<file path="src/hw/rtl/lvm_pkg.sv">
// ----------------------------------------------------------------------------
// lvm_pkg: shared types and constants of the look-at view matrix block
// Widths of the coordinate, unit vector and product formats, and the structs
// that carry jobs, normalizer status and result rows between the modules.
// ----------------------------------------------------------------------------
package lvm_pkg;

    localparam int COORD_W   = 32;              // Q16.16 coordinates
    localparam int FRAC_BITS = 16;
    localparam int UNIT_BITS = 30;              // unit vectors in Q2.30
    localparam int DIFF_W    = COORD_W + 1;     // target minus eye
    localparam int UNIT_W    = 32;
    localparam int ROW_W     = UNIT_W + 1;      // rounded true up may reach 2^31
    localparam int WIDE_W    = 64;              // cross products
    localparam int MUL_W     = 34;
    localparam int PROD_W    = 2 * MUL_W;
    localparam int QDEPTH    = 2;
    localparam int QPTR_W    = $clog2(QDEPTH);

    typedef logic signed [COORD_W-1:0] t_coord;
    typedef logic signed [DIFF_W-1:0]  t_diff;
    typedef logic signed [UNIT_W-1:0]  t_unit;
    typedef logic signed [ROW_W-1:0]   t_row_v;
    typedef logic signed [WIDE_W-1:0]  t_wide;

    localparam logic [1:0] ROW_SIDE = 2'd0;
    localparam logic [1:0] ROW_UP   = 2'd1;
    localparam logic [1:0] ROW_FWD  = 2'd2;

    typedef struct packed {
        t_coord eye_x;
        t_coord eye_y;
        t_coord eye_z;
        t_diff  d_x;
        t_diff  d_y;
        t_diff  d_z;
        t_coord up_x;
        t_coord up_y;
        t_coord up_z;
        logic   early_deg;
    } t_job;

    typedef struct packed {
        logic valid;
        t_job job;
    } t_job_req;

    typedef struct packed {
        logic done;
        logic zero;
    } t_norm_stat;

    typedef struct packed {
        logic [1:0] row_index;
        t_coord     col_x;
        t_coord     col_y;
        t_coord     col_z;
        t_coord     offset;
        logic       degenerate;
        logic       final_row;
    } t_res;

endpackage

</file>
<file path="src/hw/rtl/lvm_front.sv">
// ----------------------------------------------------------------------------
// lvm_front: input side of the look-at block
// Takes setups, forms target minus eye, flags the trivially degenerate cases
// and holds jobs in a short queue for the back end.
// ----------------------------------------------------------------------------
module lvm_front import lvm_pkg::*; (
    input  logic     i_clk,
    input  logic     i_rst_n,
    input  logic     push,
    output logic     full,
    input  t_coord   i_eye_x,
    input  t_coord   i_eye_y,
    input  t_coord   i_eye_z,
    input  t_coord   i_target_x,
    input  t_coord   i_target_y,
    input  t_coord   i_target_z,
    input  t_coord   i_up_x,
    input  t_coord   i_up_y,
    input  t_coord   i_up_z,
    output t_job_req o_req,
    input  logic     i_ready
);

    t_job              w_job;
    t_job              r_q [QDEPTH];
    logic [QPTR_W-1:0] r_wp;
    logic [QPTR_W-1:0] r_rp;
    logic [QPTR_W:0]   r_cnt;
    logic              w_push;
    logic              w_pop;

    always_comb begin
        w_job.eye_x = i_eye_x;
        w_job.eye_y = i_eye_y;
        w_job.eye_z = i_eye_z;
        w_job.d_x   = $signed({i_target_x[COORD_W-1], i_target_x})
                    - $signed({i_eye_x[COORD_W-1], i_eye_x});
        w_job.d_y   = $signed({i_target_y[COORD_W-1], i_target_y})
                    - $signed({i_eye_y[COORD_W-1], i_eye_y});
        w_job.d_z   = $signed({i_target_z[COORD_W-1], i_target_z})
                    - $signed({i_eye_z[COORD_W-1], i_eye_z});
        w_job.up_x  = i_up_x;
        w_job.up_y  = i_up_y;
        w_job.up_z  = i_up_z;
        // Eye on target or a zero up vector can never give a basis.
        w_job.early_deg = ((w_job.d_x == '0) && (w_job.d_y == '0) && (w_job.d_z == '0))
                       || ((i_up_x == '0) && (i_up_y == '0) && (i_up_z == '0));
    end

    assign full        = (r_cnt == (QPTR_W+1)'(QDEPTH));
    assign w_push      = push && !full;
    assign o_req.valid = (r_cnt != '0);
    assign o_req.job   = r_q[r_rp];
    assign w_pop       = o_req.valid && i_ready;

    always_ff @(posedge i_clk) begin
        if (!i_rst_n) begin
            r_wp  <= '0;
            r_rp  <= '0;
            r_cnt <= '0;
        end else begin
            if (w_push) begin
                r_wp <= r_wp + 1'b1;
            end
            if (w_pop) begin
                r_rp <= r_rp + 1'b1;
            end
            unique case ({w_push, w_pop})
                2'b10:   r_cnt <= r_cnt + 1'b1;
                2'b01:   r_cnt <= r_cnt - 1'b1;
                default: r_cnt <= r_cnt;
            endcase
        end
    end

    always_ff @(posedge i_clk) begin
        if (w_push) begin
            r_q[r_wp] <= w_job;
        end
    end

endmodule

</file>
<file path="config.mk">
export PLATFORM = sky130hd
export DESIGN_NAME = lvm_front
export DESIGN_NICKNAME = d
export VERILOG_FILES = /design/src/hw/rtl/lvm_pkg.sv /design/src/hw/rtl/lvm_front.sv
export SDC_FILE = /design/constraint.sdc
export NUM_CORES = 1
export LEC_CHECK = 0
export ABC_CLOCK_PERIOD_IN_PS = 33200
export BUFFER_PORTS_ARGS = -buffer_cell sky130_fd_sc_hd__clkbuf_2
export CAP_MARGIN = 20
export CORE_ASPECT_RATIO = 0.75
export CORE_UTILIZATION = 50
export CTS_CLUSTER_SIZE = 25
export DETAILED_ROUTE_END_ITERATION = 8
export PLACE_DENSITY = 0.74
export SLEW_MARGIN = 20
export SYNTH_ARGS = -nofsm -noshare
export SYNTH_HDL_FRONTEND = slang
export SYNTH_SLANG_ARGS = --single-unit
</file>
<file path="constraint.sdc">
create_clock -name i_clk -period 33.2 [get_ports i_clk]
set_clock_uncertainty 0.1 [all_clocks]
set_input_delay 3.32 -clock i_clk [delete_from_list [all_inputs] [get_ports i_clk]]
set_output_delay 3.32 -clock i_clk [all_outputs]
set_load 0.01 [all_outputs]
</file>
==> run summary <==
Synthesized area per cell -> 14.4 µm²
Worst slew pin tran -> 1100 ps
Dpl cells -> 3183
Final Instance Area -> 33200 µm²
Layout cells sized above 1 -> 39.1%
Slew Limit Fails -> 0
Vias in the first global route -> 18200
Reg clk slew, reported paths -> 60 ps
Slowest cell on the critical path -> buf_4
Final Hold Slack -> 433 ps
Most used DFF post-synth -> edfxtp_1
First-pass GRT wire length -> 110000 µm
Post-CTS Hold Fix Bufs -> 0
Total gr overflow -> 0
CP max stage delay -> 940 ps
CTS tree -> yes
Crit. End Element -> output port
Most frequent cell after synthesis -> edfxtp_1
IO buf count -> 585
Initial DRC Count -> 1574
Top cell type's share of synthesized area -> 63.3%
RSZ-0062 raised after global routing -> no
Power per cell area -> 70.6 nW/µm²
Startpoint Class -> register
DRC -> 0
Worst slew margin -> 26.9%
Post-synthesis cell area -> 27700 µm²
Pin count of the biggest net entering global routing -> 162
Vias -> 18900
Io pins -> 586
YS warnings -> 0
Synth top cells by count -> edfxtp_1, mux2_2, inv_1
Comb power frac -> 30.6%
Leak -> 13.1 nW
Post CTS Setup Buffer Count -> 0
Worst EP arrival -> 3920 ps
HPWL Detailed -> 56600 µm
Dominant cell type by area after synthesis -> edfxtp_1
Final min period -> 7340 ps
R2R Path Start -> r_cnt[0]
Int Pwr -> 0.00160 W
Post-synthesis simple-gate area fraction -> 7.31%
Max FO, Critical Path -> 161
Antenna violations before repair -> 13
Async S/R FF share, synth -> 0%
Clock Power Share -> 26.8%
Critical path class -> register to output port
Bufs on Longest Clock Path -> 3
Core ar. -> 54500 µm²
Setup TNS after final layout -> 0 ps
Root buffer cell -> clkbuf_16
Hold Startpoint -> r_cnt[1]
Status -> finished, final reports clean
Fin. Hold Viols -> 0
CTS Buf Count -> 57
Mapped Cells -> 1925
Compound-Gate Fraction of Synth Area -> 7.55%
Placer congestion estimate -> 0.897
DR WL/cell -> 23.3 µm
Router iterations before antenna repair -> 5
Die Wd -> 274 µm
Period utilization -> 22.1%
Final ANT Viol Nets -> 0
Clock sink total -> 589
# H-tree levels -> 2
Routed wire length -> 76600 µm
Worst min path class -> register to register
Die area -> 56300 µm²
Final setup viols -> 0
Nets -> 2912
Synth Area in XOR/XNOR -> 2.31%
Data required, critical path -> 29780 ps
Number of cell rows -> 74
Seq/Total Area, Yosys -> 63.7%
Chip height -> 206 µm
Initial core utilization -> 50.8%
Sw Ratio -> 31.8%
Post-synthesis mux area share -> 12.0%
Post-Syn Nets -> 2317
FILL cells -> 4194
Main combinational cell family by area after synthesis -> multiplexers
Sw power -> 0.000744 W
Post-synth EDFFs -> 584
Top cells by area, synth -> edfxtp_1, mux2_2, ha_1, inv_1, a21oi_1
Post-CTS Resized -> 0
Non-filler cells, final -> 3291
DP Area -> 31400 µm²
Synth-to-Final Area Change -> 19.8%
Total power -> 0.00234 W
Synth cell types -> 85
Worst VDD drop -> 53.6 µV
All-Layer GR Usage -> 26.2%
Vias/cell -> 5.74
#FFs+latches synth -> 589
Max-cap check violation count -> 0
Max Freq -> 136 MHz
Reg power frac -> 42.6%
Skew-Pair Late Insertion Delay -> 610 ps
Adder-cell area share of the yosys netlist -> 4.60%
CP Cell Sequence -> buf_12 -> buf_4 -> mux2_2 -> clkbuf_2
## final cells by class
cell class	count	area (µm²)	area share (%)
sequential	589	17600	53.2
multi-input combinational	1154	9360	28.2
timing repair buffer	594	3020	9.10
clock buffer	66	1480	4.46
tap	722	903	2.72
inverter	124	465	1.40
clock inverter	38	299	0.901
antenna	4	10.0	0.0302
## through the flow
step	worst slack (ps)	utilization [%]
2_1_floorplan	16570	-
3_3_place_gp	25880	57.6
3_5_place_dp	25710	57.6
4_1_cts	25760	60.8
5_1_grt	25650	60.8
6_report	25860	60.8
## worst max-delay path, delay by kind of cell, from the launching register on
kind / cells / cell delay (ps)
buf+inv: 3 / 1690
flops: 1 / 870
mux: 1 / 500
## power groups by stage
stage	registers [W]	logic, W	clock network [W]
after floorplan	0.00104	0.000434	0
after global placement	0.00101	0.000707	0
after detailed placement	0.00101	0.000713	0
after CTS	0.000997	0.000718	0.000637
after global routing	0.00101	0.000761	0.000663
final	0.000997	0.000717	0.000629
## layout by cell type, fill, tap and decap left out, types with 33 or more instances in the layout
cell type / count
xnor2_1: 44
clkbuf_2: 585
nor4_1: 33
mux2_2: 295
nor2_1: 67
edfxtp_1: 584
clkbuf_16: 58
o21ai_0: 49
a21oi_1: 88
inv_1: 124
ha_1: 97
nand2_1: 75
## cell families (layout without fill, tap and decap cells)
family | after synthesis | after routing
mux | 295 | 295
other cells | 0 | 4
simple gates | 377 | 377
compound gates | 309 | 309
buf+inv | 182 | 822
fa+ha+maj | 100 | 100
xor+xnor | 73 | 73
flops | 589 | 589
## worst paths after layout
path | to | slack, ps | depth (start not counted)
max | o_req[0] | 25860 | 4
min reg2reg | r_cnt[1] | 430 | 2
min | r_cnt[1] | 430 | 2
max reg2reg | r_q[1][250] | 29060 | 5
## flip-flops by register name, summed over array words and instances, names as in the netlist, named ones only
signal,count
r_cnt,2
r_q,584
r_rp,1
r_wp,1
## layer usage
layer	vias to the layer above	part of all wire, %	global-route usage (%)
met5	-	0.077	0
li1	8610	-	-
met3	147	8.6	7.01
met2	740	46	40.7
met4	8	3.5	10.2
met1	9377	42	35.0
No activity file was read; power rests on OpenSTA's default activity.
